[src/rtl/led_frame_receiver_top_assert.svh]
// Assertion macros used by the LED frame receiver queue.
`ifndef LED_FRAME_RECEIVER_TOP_ASSERT_SVH
`define LED_FRAME_RECEIVER_TOP_ASSERT_SVH
`ifndef SYNTHESIS
// Clocked on clk, masked while rst_n is low.
`define LFR_ASSERT(lbl, prop, msg) \
  lbl: assert property (@(posedge clk) disable iff (!rst_n) (prop)) \
    else $error(msg);
// Clocked on clk, checked through reset as well.
`define LFR_ASSERT_RST(lbl, prop, msg) \
  lbl: assert property (@(posedge clk) (prop)) \
    else $error(msg);
`else
`define LFR_ASSERT(lbl, prop, msg)
`define LFR_ASSERT_RST(lbl, prop, msg)
`endif
`endif

[src/rtl/lfr_pkg.sv]
// Types and constants of the LED frame receiver.
`timescale 1ns / 1ps
`default_nettype none
package lfr_pkg;

  localparam int unsigned POS_W = 3;
  localparam logic [POS_W-1:0] POS_TYPE  = 3'd0;
  localparam logic [POS_W-1:0] POS_ADDR  = 3'd1;
  localparam logic [POS_W-1:0] POS_VAL0  = 3'd2;
  localparam logic [POS_W-1:0] POS_VAL1  = 3'd3;
  localparam logic [POS_W-1:0] POS_VAL2  = 3'd4;
  localparam logic [POS_W-1:0] POS_VAL3  = 3'd5;
  localparam logic [POS_W-1:0] POS_CHECK = 3'd6;
  localparam logic [POS_W-1:0] POS_SPARE = 3'd7;

  localparam logic [7:0] FRAME_TYPE_PIXEL = 8'hFF;
  localparam logic [7:0] ADDR_ALL    = 8'hFF;
  localparam logic [7:0] ADDR_COLUMN = 8'h90;
  localparam int unsigned LED_COUNT  = 128;

  typedef struct packed {
    logic [7:0] rx_byte;
    logic       frame_start;
  } in_item_t;

  typedef struct packed {
    logic        checksum_ok;
    logic        pixel_frame;
    logic [7:0]  frame_type;
    logic [7:0]  target_code;
    logic [31:0] payload_value;
    logic [63:0] led_mask_low;
    logic [63:0] led_mask_high;
  } out_item_t;

  // Completed frame handed from the front to the back.
  typedef struct packed {
    logic        checksum_ok;
    logic [7:0]  frame_type;
    logic [7:0]  target_code;
    logic [31:0] payload_value;
  } frame_rec_t;

endpackage
`default_nettype wire

[src/rtl/lfr_front.sv]
// Front end: tracks byte position, running sum and fields, emits finished frames.
`timescale 1ns / 1ps
`default_nettype none
module lfr_front (
  input  wire logic              clk,
  input  wire logic              rst_n,
  input  wire logic              in_push,
  input  wire lfr_pkg::in_item_t in_data,
  input  wire logic              q_full,
  output logic                   in_full,
  output logic                   q_push,
  output lfr_pkg::frame_rec_t    q_data
);
  import lfr_pkg::*;

  logic [POS_W-1:0] pos_r, pos_nxt, pos_cur;
  logic [7:0]       sum_r, sum_nxt, sum_add;
  logic [7:0]       type_r, type_nxt;
  logic [7:0]       addr_r, addr_nxt;
  logic [31:0]      val_r, val_nxt;
  logic             accept;

  assign in_full = q_full;
  assign accept  = in_push && !q_full;
  assign sum_add = sum_r + in_data.rx_byte;

  always_comb begin
    pos_cur = in_data.frame_start ? POS_TYPE : pos_r;
    if (pos_cur == POS_SPARE) begin
      pos_cur = POS_TYPE;
    end
  end

  always_comb begin
    pos_nxt  = pos_r;
    sum_nxt  = sum_r;
    type_nxt = type_r;
    addr_nxt = addr_r;
    val_nxt  = val_r;
    if (accept) begin
      unique case (pos_cur)
        POS_TYPE: begin
          sum_nxt  = in_data.rx_byte;
          type_nxt = in_data.rx_byte;
          addr_nxt = '0;
          val_nxt  = '0;
          pos_nxt  = POS_ADDR;
        end
        POS_ADDR: begin
          sum_nxt  = sum_add;
          addr_nxt = in_data.rx_byte;
          pos_nxt  = POS_VAL0;
        end
        POS_VAL0: begin
          sum_nxt       = sum_add;
          val_nxt[7:0]  = val_r[7:0] | in_data.rx_byte;
          pos_nxt       = POS_VAL1;
        end
        POS_VAL1: begin
          sum_nxt        = sum_add;
          val_nxt[15:8]  = val_r[15:8] | in_data.rx_byte;
          pos_nxt        = POS_VAL2;
        end
        POS_VAL2: begin
          sum_nxt        = sum_add;
          val_nxt[23:16] = val_r[23:16] | in_data.rx_byte;
          pos_nxt        = POS_VAL3;
        end
        POS_VAL3: begin
          sum_nxt        = sum_add;
          val_nxt[31:24] = val_r[31:24] | in_data.rx_byte;
          pos_nxt        = POS_CHECK;
        end
        POS_CHECK: begin
          pos_nxt = POS_TYPE;
        end
        default: begin
          pos_nxt = POS_TYPE;
        end
      endcase
    end
  end

  // Checksum byte matches when it brings the 8-bit sum to zero.
  assign q_push              = accept && (pos_cur == POS_CHECK);
  assign q_data.checksum_ok  = (sum_add == 8'd0);
  assign q_data.frame_type   = type_r;
  assign q_data.target_code  = addr_r;
  assign q_data.payload_value = val_r;

  always_ff @(posedge clk) begin
    if (!rst_n) begin
      pos_r  <= POS_TYPE;
      sum_r  <= '0;
      type_r <= '0;
      addr_r <= '0;
      val_r  <= '0;
    end else begin
      pos_r  <= pos_nxt;
      sum_r  <= sum_nxt;
      type_r <= type_nxt;
      addr_r <= addr_nxt;
      val_r  <= val_nxt;
    end
  end

endmodule
`default_nettype wire

[src/rtl/lfr_queue.sv]
// Two-entry queue of finished frames between front and back.
`timescale 1ns / 1ps
`default_nettype none
module lfr_queue (
  input  wire logic                clk,
  input  wire logic                rst_n,
  input  wire logic                push,
  input  wire lfr_pkg::frame_rec_t push_data,
  input  wire logic                pop,
  output logic                     full,
  output logic                     valid,
  output lfr_pkg::frame_rec_t      head
);
  import lfr_pkg::*;

  frame_rec_t slot_r [2];
  logic       wr_ptr_r, wr_ptr_nxt;
  logic       rd_ptr_r, rd_ptr_nxt;
  logic [1:0] cnt_r, cnt_nxt;

  assign full  = (cnt_r == 2'd2);
  assign valid = (cnt_r != 2'd0);
  assign head  = slot_r[rd_ptr_r];

  always_comb begin
    wr_ptr_nxt = push ? ~wr_ptr_r : wr_ptr_r;
    rd_ptr_nxt = pop ? ~rd_ptr_r : rd_ptr_r;
    cnt_nxt    = cnt_r + {1'b0, push} - {1'b0, pop};
  end

  always_ff @(posedge clk) begin
    if (push) begin
      slot_r[wr_ptr_r] <= push_data;
    end
  end

  always_ff @(posedge clk) begin
    if (!rst_n) begin
      wr_ptr_r <= 1'b0;
      rd_ptr_r <= 1'b0;
      cnt_r    <= 2'd0;
    end else begin
      wr_ptr_r <= wr_ptr_nxt;
      rd_ptr_r <= rd_ptr_nxt;
      cnt_r    <= cnt_nxt;
    end
  end

`include "led_frame_receiver_top_assert.svh"
  `LFR_ASSERT(a_no_push_full, push |-> !full, "frame queue pushed while full")
  `LFR_ASSERT(a_no_pop_empty, pop |-> valid, "frame queue popped while empty")
  `LFR_ASSERT(a_ptr_match, (cnt_r != 2'd1) |-> (wr_ptr_r == rd_ptr_r), "queue pointer mismatch")
  `LFR_ASSERT(a_cnt_range, cnt_r != 2'd3, "frame queue count out of range")
  `LFR_ASSERT_RST(a_reset_empty, !rst_n |=> (cnt_r == 2'd0), "frame queue not empty after reset")

endmodule
`default_nettype wire

[src/rtl/lfr_back.sv]
// Back end: decodes the LED mask and holds the result register.
`timescale 1ns / 1ps
`default_nettype none
module lfr_back (
  input  wire logic                clk,
  input  wire logic                rst_n,
  input  wire logic                q_valid,
  input  wire lfr_pkg::frame_rec_t q_head,
  output logic                     q_pop,
  input  wire logic                out_pop,
  output logic                     out_empty,
  output lfr_pkg::out_item_t       out_data
);
  import lfr_pkg::*;

  logic                 out_valid_r, out_valid_nxt;
  out_item_t            out_r;
  out_item_t            res;
  logic [LED_COUNT-1:0] mask;
  logic [7:0]           a;

  assign a = q_head.target_code;

  always_comb begin
    mask = '0;
    if (a == ADDR_ALL) begin
      mask = '1;
    end else if ((a & ADDR_COLUMN) == ADDR_COLUMN) begin
      // one LED in each block of sixteen
      for (int i = 0; i < 8; i++) begin
        mask[{3'(i), a[3:0]}] = 1'b1;
      end
    end else if (a[7]) begin
      for (int i = 0; i < 16; i++) begin
        mask[{a[6:4], 4'(i)}] = 1'b1;
      end
    end else begin
      mask[a[6:0]] = 1'b1;
    end
  end

  always_comb begin
    res.checksum_ok   = q_head.checksum_ok;
    res.pixel_frame   = (q_head.frame_type == FRAME_TYPE_PIXEL);
    res.frame_type    = q_head.frame_type;
    res.target_code   = q_head.target_code;
    res.payload_value = q_head.payload_value;
    res.led_mask_low  = mask[63:0];
    res.led_mask_high = mask[127:64];
  end

  // Load when the result register is free or being drained this cycle.
  assign q_pop = q_valid && (!out_valid_r || out_pop);
  assign out_valid_nxt = q_pop || (out_valid_r && !out_pop);
  assign out_empty = !out_valid_r;
  assign out_data  = out_r;

  always_ff @(posedge clk) begin
    if (q_pop) begin
      out_r <= res;
    end
  end

  always_ff @(posedge clk) begin
    if (!rst_n) begin
      out_valid_r <= 1'b0;
    end else begin
      out_valid_r <= out_valid_nxt;
    end
  end

endmodule
`default_nettype wire

[src/rtl/led_frame_receiver_top.sv]
// Top level of the LED frame receiver.
//
//   channel  | handshake        | payload
//   ---------+------------------+------------------------------
//   input    | in_push/in_full  | in_data   (rx_byte, frame_start)
//   result   | out_pop/out_empty| out_data  (flags, fields, mask)
//
// One byte is taken every cycle while the frame queue has room.
// The seventh byte of a frame is written into the two-entry queue at the edge
// that takes it; the LED mask is then decoded from the queue head into the result
// register when that register is free or is being drained.
// rst_n is synchronous; it clears position, sum, fields, queue and result valid flag.
// in_full rises only when both queue slots and the result register are held
// by a stalled consumer.
`timescale 1ns / 1ps
`default_nettype none
module led_frame_receiver_top (
  input  wire logic               clk,
  input  wire logic               rst_n,
  input  wire logic               in_push,
  input  wire lfr_pkg::in_item_t  in_data,
  output logic                    in_full,
  input  wire logic               out_pop,
  output logic                    out_empty,
  output lfr_pkg::out_item_t      out_data
);
  import lfr_pkg::*;

  logic       q_push, q_full, q_valid, q_pop;
  frame_rec_t q_in, q_head;

  lfr_front u_front (
    .clk     (clk),
    .rst_n   (rst_n),
    .in_push (in_push),
    .in_data (in_data),
    .q_full  (q_full),
    .in_full (in_full),
    .q_push  (q_push),
    .q_data  (q_in)
  );

  lfr_queue u_queue (
    .clk       (clk),
    .rst_n     (rst_n),
    .push      (q_push),
    .push_data (q_in),
    .pop       (q_pop),
    .full      (q_full),
    .valid     (q_valid),
    .head      (q_head)
  );

  lfr_back u_back (
    .clk       (clk),
    .rst_n     (rst_n),
    .q_valid   (q_valid),
    .q_head    (q_head),
    .q_pop     (q_pop),
    .out_pop   (out_pop),
    .out_empty (out_empty),
    .out_data  (out_data)
  );

endmodule
`default_nettype wire
[config.mk]
export PLATFORM = sky130hd
export DESIGN_NAME = led_frame_receiver_top
export DESIGN_NICKNAME = d
export VERILOG_FILES = /design/src/rtl/lfr_pkg.sv /design/src/rtl/lfr_front.sv /design/src/rtl/lfr_queue.sv /design/src/rtl/lfr_back.sv /design/src/rtl/led_frame_receiver_top.sv
export VERILOG_INCLUDE_DIRS = /design/src /design/src/rtl
export SDC_FILE = /design/constraint.sdc
export NUM_CORES = 1
export LEC_CHECK = 0
export ABC_AREA = 1
export BUFFER_PORTS_ARGS = -buffer_cell sky130_fd_sc_hd__buf_4
export CORE_MARGIN = 1.5
export CORE_UTILIZATION = 55
export CTS_CLUSTER_DIAMETER = 150
export DETAILED_ROUTE_END_ITERATION = 10
export GPL_TIMING_DRIVEN = 0
export HOLD_SLACK_MARGIN = 0.15
export MAX_ROUTING_LAYER = met4
export PLACE_DENSITY = 0.77
export SLEW_MARGIN = 20
export SYNTH_ARGS = -nofsm -noshare
export SYNTH_HDL_FRONTEND = slang
export SYNTH_SLANG_ARGS = --single-unit
export TNS_END_PERCENT = 10
[constraint.sdc]
create_clock -name clk -period 7 [get_ports clk]
set_clock_uncertainty 0.1 [all_clocks]
set_input_delay 1.05 -clock clk [delete_from_list [all_inputs] [get_ports clk]]
set_output_delay 1.05 -clock clk [all_outputs]
set_load 0.02 [all_outputs]
# Word-level counts from Yosys, hierarchy flattened
# Memories as Yosys holds them, arrays and structs flattened. A register that Yosys moved wholly into a read port is not among the register bits.
# Index checks and enable logic that the tools add are counted.
[word_totals]
rom_bits = 0
word_cells = 228
latch_bits = 0
output_inout_bits = 180
ram_bits = 98
input_bits = 13
register_bits = 242
memories = 1
[memory_table]
columns = ["memory", "depth", "word_bits", "rd", "rd_ports_with_merged_regs", "write_ports", "line_no", "source"]
rows = [
  ["u_queue.slot_r", 2, 49, 1, 1, 1, "lfr_queue.sv:16", "frame_rec_t slot_r [2];"],
]
[classes]
n_addsub = 3
shift = 0
n_lt_le_gt_ge = 50
muxes = 65
n_div = 0
eq_ne = 11
n_mul = 0
n_bitwise = 28
reduce_logical = 51
[op_table]
columns = ["operator", "count"]
rows = [
  ["$mux 128", 2],
  ["$or 128x128->128", 2],
  ["$lt 7x8->1 const B", 21],
  ["$ge 7x1->1 const B", 21],
  ["$or 128x112->128", 1],
  ["$or 128x115->128", 1],
  ["$or 128x116->128", 1],
  ["$or 128x117->128", 1],
  ["$or 128x118->128", 1],
  ["$or 128x119->128", 1],
  ["$or 128x120->128", 1],
  ["$or 128x121->128", 1],
  ["$or 128x122->128", 1],
  ["$or 128x123->128", 1],
  ["$or 128x124->128", 1],
  ["$or 128x125->128", 1],
  ["$or 128x126->128", 1],
  ["$or 128x127->128", 1],
  ["$or 128x48->128", 1],
  ["$or 128x64->128", 1],
  ["$or 128x80->128", 1],
  ["$or 128x96->128", 1],
  ["$or 113x114->114", 1],
  ["$pmux 8 s2", 6],
  ["other kinds (31)", 137],
]

# Depth between registers and ports, before layout
[logic_depth]
word_depth = 21
ltp_mapped = 10
depth_no_buf = 10

# Cells and area by module
# From an unflattened synthesis, not the netlist that was laid out.
[hier_totals]
hier_cells = 1176
hier_area_um2 = 13683.1
[modules_own_cells]
columns = ["mod", "cells_per_inst", "n_inst", "seq_area_each_um2", "area_per_inst_um2"]
rows = [
  ["lfr_back", 609, 1, 5365.1, 7123.1],
  ["lfr_queue", 185, 1, 3042.9, 3806.2],
  ["lfr_front", 382, 1, 1181.1, 2753.9],
]

# Worst setup path before layout
# Ideal clock, no wire load.
[synth_path]
path_kind = "input-to-reg"
from = "input out_pop"
to = "register u_queue.cnt_r[1]"
arrival_time_ps = 5971
t_required_ps = 6830
slack_ps = 859
setup_ps = 70
path_buffers = 0
path_stages = 9
cell_sequence = "or2_2 > o21ai_0 > inv_1 > ha_1 > inv_1 > ha_1 > xor2_1 > o21ai_0 > a21oi_1"
[synth_between]
elab_chain_len = 3
[synth_lines]
columns = ["item", "line_no", "source"]
rows = [
  ["from (decl)", "led_frame_receiver_top.sv:23", "input wire logic out_pop,"],
  ["$logic_or 1x1->1", "lfr_back.sv:53", "assign q_pop = q_valid && (!out_valid_r || out_pop);"],
  ["$logic_and 1x1->1", "lfr_back.sv:53", ""],
  ["via q_pop", "led_frame_receiver_top.sv:29", "logic q_push, q_full, q_valid, q_pop;"],
  ["$sub 2x1->2", "lfr_queue.sv:28", "cnt_nxt = cnt_r + {1'b0, push} - {1'b0, pop};"],
  ["to (signal assigned)", "lfr_queue.sv:45", "cnt_r <= cnt_nxt;"],
  ["to (decl)", "lfr_queue.sv:19", "logic [1:0] cnt_r, cnt_nxt;"],
]
# The timed path passes the listed nets, and every way through them passes these cells.
# A chain may end at the register's enable or synchronous reset.

# Worst setup path in the final report
# Same ends and word-level chain as after synthesis.

==> metrics <==
status finished clean; worst r2r dst u_queue.slot_r[1][47]; vias per inst 5.44; Async SR Flop Fraction 0%; Compound-Gate Fraction of Synth Area 8.41%; minimum clock period 2750 ps; Worst EP required 7290 ps; initial core utilization 56.4%; Routed wire per std cell 18.6 µm; number of H-tree levels 2; All-Layer GR Usage 25.7%; Detail Placement HPWL 21,400 µm; sequential share of power 42.1%; number of port buffers 191; Synth Area in Adders 0.995%; number of flops mapped to enable cells by yosys 276; Die Height 159 µm; R2R cell count 8; hold_ws 349 ps; critical path data arrival time 3040 ps; # IOs 193; worst setup margin 4250 ps; num rows 56; clk root buf clkbuf_16; antenna viol nets, final 0; layout cells sized above 1 25.4%; TritonCTS Buffers 35; CP endpoint kind flip-flop; Min-Delay Endpoint u_queue.slot_r[0][27]; mux share of post-synthesis cell area 2.79%; endpoints failing hold 0; initial antenna violation count 0; RSZ-0062 raised after global routing no; commonest non-fill, non-tap cell in the layout edfxtp_1; final slew viol count 0; CTS tree yes; Net Count, Synth 1,121; vias in the first global route 8,585; clock sinks 341; xor/xnor share of the synthesized area 0.263%; Max-cap violations 0; fillers 1,659; first-pass GRT wire length 46,700 µm; sequential element share of the synthesized area 72.0%; post-CTS setup repair buffer count 0; Comb pwr share 33.2%; final setup fails 0; Iter 0 DRT Violations 845; Peak VDD IR 554 µV; Die Width 159 µm; Power Dens Cells 459 nW/µm²; Cell variety after synth 34; Placeable Area 23,600 µm²; Post-route DRC 0; Tightest Pin Transition 824 ps; largest cells by area after synthesis edfxtp_1 (62%), dfxtp_1 (9.8%), nand2_1 (6.1%); Area Overhead vs Synth 23.7%; TritonRoute pass-1 iters 6; cell internal pwr 0.00492 W; fmax 364 MHz; Final Cycle Share 39.2%; RePlAce Congestion 0.882; Ys Warns 0; Mapped Cells 1,098; worst hold start u_front.val_r[27]; Switching Power 0.00265 W; Routed WL 31,200 µm; FF+latch count, synth 341; global route overflow 0; crit path kind in -> reg; hold crit path type reg -> reg; ANT cells 0; crit-path max FO 81; reg2reg start u_front.pos_r[1]; share of the synthesized area in the top cell type 62.2%; Worst R2R Setup Slack 4560 ps; Clock Tree Buf Depth 3; Hold Buf Count CTS 0; WHS Path Cells 0; most frequent cells in the layout edfxtp_1 (276), nand2_1 (216), buf_4 (191), a21oi_1 (118), inv_1 (105); largest family of logic cells by synthesized area simple AND/OR/NAND/NOR gates; Switching Share 35.0%; Die ar. 25,200 µm²; via count 9,125; Place WS 3740 ps; Clk pwr share 24.8%; # resized after CTS 0; relative slew slack 44.7%; final net count 1,354; Yosys top cell by area edfxtp_1; clk_lat worst skew 500 ps; Synth Area in Simple Gates 11.2%; ys flop type edfxtp_1; largest net degree at the start of global routing 103; Power, Total 0.00757 W; LEAKAGE 6.77 nW; synthesized area 13,300 µm²; syn_area_per_cell 12.1 µm²; crit start category primary input; CTS clk-pin slew, worst paths 60 ps; fin util 69.8%
## sequential cells by signal (all words and copies together), names as in the netlist, named ones only
signal,count
u_back.out_data,178
u_queue.wr_ptr_r,1
u_front.val_r,32
u_front.sum_r,8
u_front.type_r,8
u_queue.cnt_r,2
u_queue.slot_r,98
u_front.pos_r,3
u_front.addr_r,8
u_queue.rd_ptr_r,1
u_back.out_valid_r,1
## per-layer routing
layer  global-route usage (%)  up-vias  part of all wire [%]
li1                         -     4309                     -
met5                        -        -                     0
met1                     31.5     4273                    38
met2                     41.7      452                    49
met3                     5.23       91                   8.5
met4                     11.3        0                   3.9
## power by group through the flow
stage | combinational [W] | clock, W | sequential (W)
2_1_floorplan | 0.000840 | 0 | 0.00388
3_3_place_gp | 0.00223 | 0 | 0.00325
3_5_place_dp | 0.00251 | 0 | 0.00322
4_1_cts | 0.00252 | 0.00189 | 0.00319
5_1_grt | 0.00270 | 0.00197 | 0.00323
6_report | 0.00251 | 0.00188 | 0.00318
## worst max-delay path: stages
cell     delay (ps)
buf_4           100
or2_2           290
o21ai_0         250
inv_8           350
ha_1            400
inv_1            40
ha_1            190
xor2_1          150
o21ai_0         150
a21oi_1          50
## how the worst max path moves through the flow
stage | startpoint | to | slack (ps) | cells after the start
2_1_floorplan | out_pop | u_queue.cnt_r[1] | 860 | 9
3_3_place_gp | out_pop | u_queue.cnt_r[1] | -630 | 10
3_5_place_dp | out_pop | u_queue.cnt_r[1] | 3740 | 10
4_1_cts | out_pop | u_queue.cnt_r[1] | 4260 | 10
5_1_grt | out_pop | u_queue.cnt_r[1] | 4050 | 10
6_report | out_pop | u_queue.cnt_r[1] | 4250 | 10
## metrics by stage
| stage | cells | area [µm²] | setup TNS, ps |
|---|---|---|---|
| 2_1_floorplan | 1098 | 13300 | 0 |
| 3_3_place_gp | 1608 | 15200 | -1490 |
| 3_5_place_dp | 1613 | 15300 | 0 |
| 4_1_cts | 1676 | 16500 | 0 |
| 5_1_grt | 1676 | 16500 | 0 |
| 6_report | 1676 | 16500 | 0 |
## cell families after synthesis
kind of cell    count (synthesis)
buf+inv                       147
compound gates                216
flops                         341
xor+xnor                        4
simple gates                  347
fa+ha+maj                      10
mux                            33
## cell usage after synthesis (9+ instances only)
cell	n
a21oi_1	118
buf_2	11
dfxtp_1	65
edfxtp_1	276
ha_1	9
inv_1	106
inv_2	18
mux2_2	33
nand2_1	216
nand3_1	64
nor2_1	38
nor2_2	9
o21ai_0	57
o21ai_1	31
## final cells by class
cell class | instances | area [µm²] | area share [%]
plain buffers | 23 | 115 | 0.698
clock buffers | 42 | 945 | 5.73
clock inverters | 21 | 223 | 1.35
inverters | 124 | 473 | 2.87
multi-input cells | 610 | 3170 | 19.2
flip-flops and latches | 341 | 9590 | 58.2
well taps | 319 | 399 | 2.42
repair buffers | 196 | 1570 | 9.53
No activity file was read; power rests on OpenSTA's default activity.
